File: src/rtl/core/crcr_pkg.sv
// Shared types and constants for the circle/rectangle collision response block.
// Request/result structs, square-root chain link and side-band payload.
// No dependencies.
package crcr_pkg;

	localparam int CoordW = 24;                 // Q15.8 coordinate width
	localparam int RadW   = 16;                 // Q8.8 radius width
	localparam int SizeW  = 23;                 // wall width/height
	localparam int EdgeW  = CoordW + 1;         // right/bottom edge, full width
	localparam int WideW  = CoordW + 2;         // headroom for edge compares
	localparam int DiffW  = CoordW;             // |dx|, |dy| magnitude
	localparam int SqW    = 2 * DiffW;          // one square
	localparam int SumW   = SqW + 1;            // dx^2 + dy^2
	localparam int NCells = (SumW + 1) / 2;     // one root bit per cell
	localparam int RadicW = 2 * NCells;
	localparam int RootW  = NCells;
	localparam int RemW   = NCells + 1;
	localparam int ShiftW = RadW + 1;           // dist - radius, signed

	localparam logic signed [CoordW-1:0] CoordMax = {1'b0, {(CoordW-1){1'b1}}};
	localparam logic signed [CoordW-1:0] CoordMin = {1'b1, {(CoordW-1){1'b0}}};

	typedef struct packed {
		logic signed [CoordW-1:0] ball_x;
		logic signed [CoordW-1:0] ball_y;
		logic        [RadW-1:0]   ball_radius;
		logic signed [CoordW-1:0] ball_vx;
		logic signed [CoordW-1:0] ball_vy;
		logic signed [CoordW-1:0] wall_x;
		logic signed [CoordW-1:0] wall_y;
		logic        [SizeW-1:0]  wall_w;
		logic        [SizeW-1:0]  wall_h;
	} req_t;

	typedef struct packed {
		logic                     hit;
		logic                     flipped_axis;
		logic signed [CoordW-1:0] new_x;
		logic signed [CoordW-1:0] new_y;
		logic signed [CoordW-1:0] new_vx;
		logic signed [CoordW-1:0] new_vy;
	} res_t;

	// Ball data and edge decisions that ride alongside the root computation.
	typedef struct packed {
		logic signed [CoordW-1:0] ball_x;
		logic signed [CoordW-1:0] ball_y;
		logic        [RadW-1:0]   ball_radius;
		logic signed [CoordW-1:0] ball_vx;
		logic signed [CoordW-1:0] ball_vy;
		logic                     in_span;
		logic                     near_x;
		logic                     near_y;
	} side_t;

	typedef struct packed {
		logic [RadicW-1:0] radicand;
		logic [RootW-1:0]  root;
		logic [RemW-1:0]   rem;
	} sqrt_t;

endpackage

File: src/rtl/core/crcr_sqrt_cell.sv
// One cell of the square-root chain: resolves one root bit per cycle.
// Restoring digit-by-digit step; passes side-band payload along.
// Depends on crcr_pkg.
module crcr_sqrt_cell (
	input  logic             clk,
	input  logic             arst_n,
	input  logic             in_valid,
	input  crcr_pkg::sqrt_t  in_sq,
	input  crcr_pkg::side_t  in_side,
	output logic             out_valid,
	output crcr_pkg::sqrt_t  out_sq,
	output crcr_pkg::side_t  out_side
);

	logic [crcr_pkg::RemW+1:0] cur, trial, diff;
	logic                      ge;

	always_comb begin
		cur   = {in_sq.rem, in_sq.radicand[crcr_pkg::RadicW-1 -: 2]};
		trial = {1'b0, in_sq.root, 2'b01};
		ge    = cur >= trial;
		diff  = cur - trial;
	end

	always_ff @(posedge clk or negedge arst_n) begin
		if (!arst_n) begin
			out_valid <= 1'b0;
		end else begin
			out_valid <= in_valid;
		end
	end

	always_ff @(posedge clk) begin
		out_sq.radicand <= {in_sq.radicand[crcr_pkg::RadicW-3:0], 2'b00};
		out_sq.root     <= {in_sq.root[crcr_pkg::RootW-2:0], ge};
		out_sq.rem      <= ge ? diff[crcr_pkg::RemW-1:0] : cur[crcr_pkg::RemW-1:0];
		out_side        <= in_side;
	end

endmodule

File: config.mk
export PLATFORM = sky130hd
export DESIGN_NAME = crcr_sqrt_cell
export DESIGN_NICKNAME = d
export VERILOG_FILES = /design/src/rtl/core/crcr_pkg.sv /design/src/rtl/core/crcr_sqrt_cell.sv
export SDC_FILE = /design/constraint.sdc
export NUM_CORES = 1
export LEC_CHECK = 0
export BUFFER_PORTS_ARGS = -buffer_cell sky130_fd_sc_hd__clkbuf_2
export CORE_AREA = 2 2 169 171
export CTS_BUF_LIST = sky130_fd_sc_hd__clkbuf_4 sky130_fd_sc_hd__clkbuf_8 sky130_fd_sc_hd__clkbuf_16
export DETAILED_ROUTE_END_ITERATION = 7
export DIE_AREA = 0 0 171 173
export GPL_TIMING_DRIVEN = 0
export HOLD_SLACK_MARGIN = 0.05
export SLEW_MARGIN = 30
export SYNTH_ARGS = -nofsm -noshare
export SYNTH_HDL_FRONTEND = slang
export SYNTH_SLANG_ARGS = --single-unit
File: constraint.sdc
create_clock -name clk -period 0.8 [get_ports clk]
set_input_delay 0.12 -clock clk [delete_from_list [all_inputs] [get_ports clk]]
set_output_delay 0.12 -clock clk [all_outputs]
set_load 0.005 [all_outputs]
==> flow_summary.yaml <==
floorplan:
  fp.dieW_um: 171
  io-pin-count: 436
  num_rows: 61
  start_util: 0.221
  die-area_um2: 29600
  die_height_um: 173
  core_um2: 27600
grt:
  grtUsageTotal: 0.182
  grt_pass1_vias: 6615
  grt_pass1_wl_um: 40500
  grt_start_max_net_pins: 14
  grt_overflow_total: 0
  grt_antenna_before_repair: 4
setup_path:
  crit_arrival_ps: 2610
  crit_family: "compound AO/OA/AOI/OAI gates"
  endpoint_kind: "register"
  worst_path_max_delay_cell: "or4b_1"
  setup.worst_path.start_class: "input pin"
  path_buf_inv: 2
  crit_cells: 12
  required_ps: 1250
  cpPeakStageDelay_ps: 500
  worstSetupPathType: "input pin to register"
  path_max_fanout: 6
  cp_cell_sequence: "clkbuf_2 > inv_2 > ha_4 > a21o_1 > a31oi_4 > o221ai_4 > a211o_1 > a2111oi_4 > nor3_2 > or4b_1 > nand3_2 > mux2_4"
pwr:
  pwr-share-comb: 0.191
  internal-power_mw: 21.5
  power.density_nw_per_um2: 2140
  leakage_nw: 6.23
  switching_share: 0.246
  netSwitchingPower_mw: 7.01
  sequentialPowerShare: 0.418
  max-vdd-ir-drop_uv: 1520
  clkPwrFrac: 0.391
sta:
  min_period_ps: 2160
  setup_viol: 242
  max_freq_ghz: 0.463
  hold_violations: 0
  setup_ws_ps: -1360
  rsz0062_at_grt: "true"
  slew_violations: 0
  period_share: 2.70
placed_design:
  portBuffers: 433
  dp_cells: 1269
  dp_hpwl_um: 20200
  gp_congestion: 0.836
detailed_routing:
  via_per_inst: 4.02
  vias: 6232
  drc: 0
  wl_per_cell_um: 19.4
  drt_pass1_iterations: 4
  drtIter0Drc: 232
  ant_nets: 0
  wl_um: 30100
clocking:
  clockBufferDepth: 3
  htreeDepth: 1
  clockRootBuffer: "clkbuf_16"
  cts-buffers-inserted: 24
  cts_sinks: 215
  clkTransAtPathRegs_ps: 50
  cts_tree: "done"
logic_synthesis:
  yosys-top-cells-area: "dfxtp_1 (70%), ha_1 (5.5%), mux2_2 (4.2%)"
  synth_warnings: 0
  synth.distinct_cells: 54
  yosysTopAreaCell: "dfxtp_1"
  syn_area_um2: 6100
  synth_enable_flop_cells: 0
  syn_area_per_cell_um2: 13.3
  ys_seq_area_frac: 0.707
  async_flop_share: 0.00465
  synthFlopType: "dfxtp_1"
  synth_top_area_share: 0.703
  synth_cells: 457
  synth_seq_cells: 215
hold_path:
  worstHoldPathType: "input pin to register"
  holdPathStages: 4
run_status:
  outcome: "finished, violations left"
  violations: "setup timing"
cells_and_area:
  nNetsFinal: 1401
  layout-drive-gt1-share: 0.609
  syn2layout_area_growth_pct: 118
  fin_util: 0.481
  fin_cells: 1551
job:
  cap_violations: 0
-- cell families (layout without fill, tap and decap cells) --
kind of cell / count (synthesis) / after routing / synth area share
adders and majority gates: 27 / 27 / 0.0554
xor gates and xnor gates: 19 / 19 / 0.0273
muxes: 26 / 26 / 0.0474
and+or+nand+nor: 57 / 57 / 0.0480
DFF: 215 / 215 / 0.707
AOI/OAI and AO/OA: 72 / 72 / 0.0866
buffers and inverters: 40 / 753 / 0.0279
other: 1 / 4 / 0.000615
-- per-layer routing --
metal,vias to the layer above,track usage,share of wire
li1,2953,-,-
met1,2921,0.207,0.39
met2,275,0.315,0.48
met3,79,0.0547,0.087
met4,4,0.0749,0.049
met5,-,0,0.00076
-- power by group through the flow --
stage	Sequential, mW	Clock [mW]	Combinational, mW
2_1_floorplan	12.1	0	1.60
3_3_place_gp	11.9	0	3.58
3_5_place_dp	12.0	0	3.61
4_1_cts	11.8	11.4	4.98
5_1_grt	12.0	12.0	5.80
6_report	11.9	11.1	5.43
-- Yosys cell counts (all sizes together) (4+ instances only) --
| master | count |
|---|---|
| dfxtp | 214 |
| inv | 33 |
| ha | 27 |
| a21oi | 23 |
| mux2 | 23 |
| nor2 | 16 |
| nand2 | 13 |
| xnor2 | 13 |
| o21ai | 11 |
| a21o | 8 |
| buf | 6 |
| nor3 | 6 |
| xor2 | 6 |
| a2111oi | 5 |
| nand3 | 4 |
| nor2b | 4 |
-- cell type report --
class	instances	area [µm²]
Timing Repair Buffer	671	5180
Clock inverter	12	128
Inverter	33	136
Sequential cell	215	4470
Clock buffer	30	669
Fill cell	2419	14400
Buffer	7	87.6
Antenna cell	2	5.00
Tap cell	378	473
Multi-Input combinational cell	203	2120
-- final timing paths --
check | startpoint | endpoint | slack [ps]
max | in_sq[33] | out_sq[25]$_DFF_P_ | -1360
min | in_sq[99] | out_sq[1]$_DFF_P_ | 20
max in group asynchronous | arst_n | out_valid$_DFF_PN0_ | 180
min in group asynchronous | arst_n | out_valid$_DFF_PN0_ | 490
-- per-stage QoR --
| step | worst slack [ps] | TNS [ps] | power, mW | area, µm² | hold WS, ps |
|---|---|---|---|---|---|
| global placement | -2360 | -60740 | 15.5 | 9060 | -102 |
| global route | -1440 | -101520 | 29.7 | 13300 | 52.4 |
| finish | -1360 | -90440 | 28.5 | 13300 | 20.0 |
| CTS | -1360 | -96090 | 28.1 | 12600 | -138 |
| floorplan | -1520 | -38930 | 13.6 | 6420 | -176 |
| detailed placement | -2380 | -61260 | 15.6 | 9060 | -99.0 |
-- state kept, by name, summed over array words and instances, names as in the netlist --
| name | cells |
|---|---|
| out_sq | 99 |
| out_valid | 1 |
| out_side | 115 |
-- placed cells by master (no fill, tap or decap), types with 3 or more instances in the layout --
cell type / n
a21o_1: 7
a21oi_1: 17
a21oi_2: 5
buf_12: 4
buf_2: 64
buf_4: 16
buf_6: 70
buf_8: 21
clkbuf_16: 27
clkbuf_2: 284
clkbuf_4: 4
clkinv_2: 4
clkinvlp_4: 4
dfxtp_1: 86
dfxtp_2: 128
dlygate4sd3_1: 216
ha_1: 8
ha_4: 18
inv_1: 28
inv_2: 4
mux2_4: 22
mux2i_1: 3
nand2_1: 11
nand2b_1: 3
nor2_1: 13
nor2b_1: 3
nor3_1: 3
o21a_1: 3
o21ai_0: 6
o21ai_1: 4
xnor2_1: 12
xor2_1: 6
-- what timing repair did --
action / 4_1_cts / 5_1_grt
hold buffers: 214 / 2
hold endpoints to repair: 215 / 2
endpoints found under the setup margin: 242 / 242
cloned: 0 / 1
pin swaps: 12 / 8
resized for setup: 124 / 287
setup buffers: 13 / 8
Power figures use the tool's default switching activity.
