**src/rtl/core/crcr_pkg.sv**
```systemverilog
// Shared types and constants for the circle/rectangle collision response block.
// Request/result structs, square-root chain link and side-band payload.
// No dependencies.
package crcr_pkg;

	localparam int CoordW = 24;                 // Q15.8 coordinate width
	localparam int RadW   = 16;                 // Q8.8 radius width
	localparam int SizeW  = 23;                 // wall width/height
	localparam int EdgeW  = CoordW + 1;         // right/bottom edge, full width
	localparam int WideW  = CoordW + 2;         // headroom for edge compares
	localparam int DiffW  = CoordW;             // |dx|, |dy| magnitude
	localparam int SqW    = 2 * DiffW;          // one square
	localparam int SumW   = SqW + 1;            // dx^2 + dy^2
	localparam int NCells = (SumW + 1) / 2;     // one root bit per cell
	localparam int RadicW = 2 * NCells;
	localparam int RootW  = NCells;
	localparam int RemW   = NCells + 1;
	localparam int ShiftW = RadW + 1;           // dist - radius, signed

	localparam logic signed [CoordW-1:0] CoordMax = {1'b0, {(CoordW-1){1'b1}}};
	localparam logic signed [CoordW-1:0] CoordMin = {1'b1, {(CoordW-1){1'b0}}};

	typedef struct packed {
		logic signed [CoordW-1:0] ball_x;
		logic signed [CoordW-1:0] ball_y;
		logic        [RadW-1:0]   ball_radius;
		logic signed [CoordW-1:0] ball_vx;
		logic signed [CoordW-1:0] ball_vy;
		logic signed [CoordW-1:0] wall_x;
		logic signed [CoordW-1:0] wall_y;
		logic        [SizeW-1:0]  wall_w;
		logic        [SizeW-1:0]  wall_h;
	} req_t;

	typedef struct packed {
		logic                     hit;
		logic                     flipped_axis;
		logic signed [CoordW-1:0] new_x;
		logic signed [CoordW-1:0] new_y;
		logic signed [CoordW-1:0] new_vx;
		logic signed [CoordW-1:0] new_vy;
	} res_t;

	// Ball data and edge decisions that ride alongside the root computation.
	typedef struct packed {
		logic signed [CoordW-1:0] ball_x;
		logic signed [CoordW-1:0] ball_y;
		logic        [RadW-1:0]   ball_radius;
		logic signed [CoordW-1:0] ball_vx;
		logic signed [CoordW-1:0] ball_vy;
		logic                     in_span;
		logic                     near_x;
		logic                     near_y;
	} side_t;

	typedef struct packed {
		logic [RadicW-1:0] radicand;
		logic [RootW-1:0]  root;
		logic [RemW-1:0]   rem;
	} sqrt_t;

endpackage

```
**src/rtl/core/crcr_prep.sv**
```systemverilog
// Front end: edge computation, clamp to rectangle, squares and their sum.
// Four pipeline stages feeding the square-root cell chain.
// Depends on crcr_pkg.
module crcr_prep (
	input  logic             clk,
	input  logic             arst_n,
	input  logic             in_valid,
	input  crcr_pkg::req_t   req,
	output logic             out_valid,
	output crcr_pkg::sqrt_t  out_sq,
	output crcr_pkg::side_t  out_side
);

	logic                                   valid_s1, valid_s2, valid_s3;
	crcr_pkg::req_t                         req_s1;
	logic signed [crcr_pkg::EdgeW-1:0]      right_s1, bottom_s1;
	logic        [crcr_pkg::DiffW-1:0]      adx_s2, ady_s2;
	crcr_pkg::side_t                        side_s2, side_s3;
	logic        [crcr_pkg::SqW-1:0]        sqx_s3, sqy_s3;

	logic signed [crcr_pkg::WideW-1:0] cx, cy, rx, ry, rgt, bot, rad;
	logic                              lt_x, gt_x, lt_y, gt_y;
	logic signed [crcr_pkg::WideW-1:0] d_lo_x, d_hi_x, d_lo_y, d_hi_y;
	logic        [crcr_pkg::DiffW-1:0] adx, ady;
	crcr_pkg::side_t                   side;

	always_ff @(posedge clk or negedge arst_n) begin
		if (!arst_n) begin
			valid_s1  <= 1'b0;
			valid_s2  <= 1'b0;
			valid_s3  <= 1'b0;
			out_valid <= 1'b0;
		end else begin
			valid_s1  <= in_valid;
			valid_s2  <= valid_s1;
			valid_s3  <= valid_s2;
			out_valid <= valid_s3;
		end
	end

	// Stage 1: latch request, form far edges without wrap.
	always_ff @(posedge clk) begin
		req_s1    <= req;
		right_s1  <= crcr_pkg::EdgeW'(req.wall_x) + crcr_pkg::EdgeW'({2'b00, req.wall_w});
		bottom_s1 <= crcr_pkg::EdgeW'(req.wall_y) + crcr_pkg::EdgeW'({2'b00, req.wall_h});
	end

	// Stage 2: clamp, distance magnitudes, response axis and edge side.
	always_comb begin
		cx  = crcr_pkg::WideW'(req_s1.ball_x);
		cy  = crcr_pkg::WideW'(req_s1.ball_y);
		rx  = crcr_pkg::WideW'(req_s1.wall_x);
		ry  = crcr_pkg::WideW'(req_s1.wall_y);
		rgt = crcr_pkg::WideW'(right_s1);
		bot = crcr_pkg::WideW'(bottom_s1);
		rad = $signed({{(crcr_pkg::WideW-crcr_pkg::RadW){1'b0}}, req_s1.ball_radius});

		lt_x   = cx < rx;
		gt_x   = cx > rgt;
		lt_y   = cy < ry;
		gt_y   = cy > bot;
		d_lo_x = rx - cx;
		d_hi_x = cx - rgt;
		d_lo_y = ry - cy;
		d_hi_y = cy - bot;

		adx = lt_x ? d_lo_x[crcr_pkg::DiffW-1:0] :
		      gt_x ? d_hi_x[crcr_pkg::DiffW-1:0] : '0;
		ady = lt_y ? d_lo_y[crcr_pkg::DiffW-1:0] :
		      gt_y ? d_hi_y[crcr_pkg::DiffW-1:0] : '0;

		side.ball_x      = req_s1.ball_x;
		side.ball_y      = req_s1.ball_y;
		side.ball_radius = req_s1.ball_radius;
		side.ball_vx     = req_s1.ball_vx;
		side.ball_vy     = req_s1.ball_vy;
		side.in_span     = ((cx - rad) > rx) && ((cx + rad) < rgt);
		// A zero-size wall clamps to its near edge from either side.
		side.near_x      = (cx <= rx) || (req_s1.wall_w == '0);
		side.near_y      = (cy <= ry) || (req_s1.wall_h == '0);
	end

	always_ff @(posedge clk) begin
		adx_s2  <= adx;
		ady_s2  <= ady;
		side_s2 <= side;
	end

	// Stage 3: squares.
	always_ff @(posedge clk) begin
		sqx_s3  <= crcr_pkg::SqW'(adx_s2) * crcr_pkg::SqW'(adx_s2);
		sqy_s3  <= crcr_pkg::SqW'(ady_s2) * crcr_pkg::SqW'(ady_s2);
		side_s3 <= side_s2;
	end

	// Stage 4: sum of squares becomes the radicand of the root chain.
	always_ff @(posedge clk) begin
		out_sq.radicand <= crcr_pkg::RadicW'(crcr_pkg::SumW'(sqx_s3) + crcr_pkg::SumW'(sqy_s3));
		out_sq.root     <= '0;
		out_sq.rem      <= '0;
		out_side        <= side_s3;
	end

endmodule

```
**config.mk**
```make
export PLATFORM = sky130hd
export DESIGN_NAME = crcr_prep
export DESIGN_NICKNAME = d
export VERILOG_FILES = /design/src/rtl/core/crcr_pkg.sv /design/src/rtl/core/crcr_prep.sv
export SDC_FILE = /design/constraint.sdc
export NUM_CORES = 2
export LEC_CHECK = 0
export ABC_AREA = 0
export BUFFER_PORTS_ARGS = -buffer_cell sky130_fd_sc_hd__buf_2
export CAP_MARGIN = 10
export CELL_PAD_IN_SITES_DETAIL_PLACEMENT = 0
export CELL_PAD_IN_SITES_GLOBAL_PLACEMENT = 2
export CORE_ASPECT_RATIO = 0.7
export CORE_MARGIN = 1
export CORE_UTILIZATION = 30
export DETAILED_ROUTE_END_ITERATION = 6
export HOLD_SLACK_MARGIN = 0.15
export PLACE_DENSITY = 0.61
export RECOVER_POWER = 100
export REMOVE_ABC_BUFFERS = 1
export SYNTH_ARGS = -nofsm -noshare
export SYNTH_HDL_FRONTEND = slang
export SYNTH_SLANG_ARGS = --single-unit
export TNS_END_PERCENT = 5
```
**constraint.sdc**
```tcl
create_clock -name clk -period 8.39 [get_ports clk]
set_input_delay 0.4195 -clock clk [delete_from_list [all_inputs] [get_ports clk]]
set_output_delay 0.4195 -clock clk [all_outputs]
set_load 0.1 [all_outputs]
```
==> impl_metrics.json <==
{
  "status": "finished, violations left",
  "violations": "capacitance limit, slew limit",
  "pin_count": 426,
  "initial_core_util_pct": 30.3,
  "slowest_delay_ps": 1070,
  "path_cells": "nand2_1 -> fa_1 -> inv_1 -> fa_1 -> fa_1 -> inv_1 -> fa_1 -> inv_1 -> fa_1 -> fa_1 -> inv_1 -> fa_1 -> inv_1 -> ha_1 -> a21oi_1 -> o211ai_1 -> a211oi_1 -> o21a_1 -> o21ai_1 -> buf_4 -> a211o_1 -> a21oi_1 -> o21bai_1 -> xor2_1",
  "rsz0062_at_grt": "false",
  "yosys.area.top_type_share_pct": 27.6,
  "worstPathBufferInverterCount": 6,
  "crit_top_cell": "fa_1",
  "synth-main-ff-cell": "dfxtp_1",
  "cp.arrival_ps": 8630,
  "critPathMaxFanout": 19,
  "drt-total-wl_um": 174000,
  "cts_tree": "yes",
  "end_kind": "flip-flop",
  "core_sq_um": 203000,
  "via_per_inst": 4.45,
  "setup_tns_ps": 0,
  "layout_commonest_cell": "inv_1",
  "worst_setup_path_start_kind": "flip-flop",
  "setup_viol": 0,
  "drt-initial-drc-count": 2461,
  "multi_input_area_sq_um": 39500,
  "grt_overflow_total": 0,
  "drt_pass1_iterations": 6,
  "die_w_um": 544,
  "track_usage_pct": 17.0,
  "min_period_ps": 8040,
  "slowest_stage": "dfxtp_1",
  "hold_class": "reg2reg",
  "clk_pin_slew_ps": 70,
  "yosysSeqAreaShare_pct": 25.9,
  "cts_inserted_buffers": 84,
  "finalHoldViolCount": 0,
  "drc": 0,
  "syn_area_per_cell_sq_um": 9.77,
  "cts_sinks": 796,
  "synth_top_area_cell": "fa_1",
  "insertion_delay_ps": 730,
  "fill_cells": 21100,
  "place.gp.congestion": 0.839,
  "antenna_found_initial": 12,
  "fin_nets": 8598,
  "ys_types": 98,
  "drv_slew": 29,
  "num_vias": 43200,
  "grt_pass1_wl_um": 270000,
  "cts_max_path_buffers": 3,
  "grt_pass1_vias": 45400,
  "slew_headroom_pct": -5.97,
  "final_cell_mix": "inv_1 (1419), fa_1 (851), dfxtp_1 (792)",
  "area_growth_pct": 15.8,
  "root_buffer": "clkbuf_16",
  "synth_enable_flop_cells": 0,
  "drv_cap": 2,
  "grt_max_degree": 26,
  "ys_top_cells_by_area": "fa_1 (28%), dfxtp_1 (26%), ha_1 (13%)",
  "cts_resized": 0,
  "die_y_um": 381,
  "row_count": 138,
  "seq_area_sq_um": 16000,
  "portBuffers": 373,
  "worstMarginPinSlew_ps": 1590,
  "dieArea_sq_um": 207000,
  "period_share_pct": 95.8,
  "syn_area_sq_um": 61600,
  "ys_ff_latch": 796,
  "ys_warn_count": 0,
  "maxClockFrequency_mhz": 124,
  "worstPathRequired_ps": 8980,
  "fin_skew_ps": 75.6,
  "htreeDepth": 3,
  "drive_gt1_share_pct": 5.05,
  "wl_per_cell_um": 17.9,
  "syn_inst": 6308,
  "drt.antenna.violating_nets": 0,
  "crit_type": "reg2reg",
  "cp_top_family": "adder cells",
  "async_flop_share_pct": 0.503,
  "dp_hpwl_um": 145000
}
-- final timing paths --
| path | startpoint | end | slack, ps | cells past startpoint |
|---|---|---|---|---|
| setup / recovery | ady_s2[13] | sqy_s3[42] | 350 | 24 |
| hold / removal | side_s3[44] | out_side[44] | 320 | 0 |
| setup reg to reg | ady_s2[13] | sqy_s3[42] | 350 | 24 |
| hold reg to reg | side_s3[44] | out_side[44] | 320 | 0 |
| max in group asynchronous | arst_n | valid_s3 | 7630 | 3 |
| min in group asynchronous | arst_n | out_valid | 590 | 3 |
-- worst reg2reg max path: stages (launching register included) --
cell and delay [ps]:
dfxtp_1 1070, nand2_1 260, fa_1 600, inv_1 50, fa_1 460, fa_1 570, inv_1 70, fa_1 510
inv_1 60, fa_1 440, fa_1 570, inv_1 70, fa_1 480, inv_1 40, ha_1 380, a21oi_1 220
o211ai_1 170, a211oi_1 540, o21a_1 210, o21ai_1 100, buf_4 200, a211o_1 280, a21oi_1 300, o21bai_1 140
xor2_1 150
-- kinds of logic (layout without fill, tap and decap cells) --
group / count (synthesis) / after routing / share of synthesized area (%)
buf+inv: 1619 / 2233 / 10.2
fa+ha+maj: 1480 / 1480 / 40.4
simple gates: 1234 / 1234 / 9.80
compound gates: 864 / 864 / 9.19
flops: 796 / 796 / 25.9
xor+xnor: 309 / 309 / 4.39
mux: 5 / 5 / 0.0853
other cells: 1 / 59 / 0.00609
-- final cells by class --
| cell class | instances | share of cell area [%] |
|---|---|---|
| multi-input combinational | 3944 | 55.3 |
| sequential | 796 | 22.3 |
| inverter | 1420 | 7.47 |
| timing repair buffer | 663 | 5.95 |
| tap | 2730 | 4.78 |
| clock buffer | 103 | 3.17 |
| clock inverter | 47 | 0.967 |
| antenna | 7 | 0.0245 |
-- registers in the layout, indices dropped and copies added (netlist names) --
name,flops
valid_s3,1
rad,16
out_sq,49
valid_s1,1
side_s3,115
adx_s2,24
out_side,115
out_valid,1
side_s2,115
req_s1,142
sqy_s3,47
valid_s2,1
sqx_s3,47
ady_s2,24
cy,24
right_s1,25
bottom_s1,25
cx,24
-- per-layer routing --
metal	up-vias	track usage, %	wire, um	share of wire, %
met5	-	0	0	0
met1	21300	27.1	92600	53
met2	886	23.1	67300	39
met4	0	3.23	3040	1.7
li1	20900	-	-	-
met3	128	3.51	10700	6.2
-- metrics by stage --
stage          instances  setup WS [ps]  util [%]  hold slack (ps)  instance area (sq um)
6_report            9710            350      35.2              315                  71400
3_5_place_dp        9344            439      32.9              229                  66800
3_3_place_gp        9344            271      32.9              226                  66800
4_1_cts             9703            394      35.4              242                  71800
2_1_floorplan       6160           1640         -              124                  60800
5_1_grt             9704           41.0      35.2              274                  71400
-- cells in the mapped netlist, types with 43 or more instances --
master,n
nor3_1,53
nand4_1,50
xor2_1,108
nor2b_1,44
xnor2_1,201
a21oi_1,262
nand2_1,454
and2_1,230
a21o_1,140
o21ai_0,124
fa_1,851
ha_1,629
buf_4,54
inv_1,1419
nor2_1,198
nand3_1,51
clkbuf_1,129
o22ai_1,47
dfxtp_1,792
nand2b_1,43
-- timing repair --
item / 4_1_cts / 5_1_grt
buffers inserted: 0 / 0
hold endpoints to repair: 257 / 0
hold buffers: 209 / 0
Power is left out: the tool's default activity adds up to more than one toggle a clock period on the data nets, which glitch-free logic cannot reach.
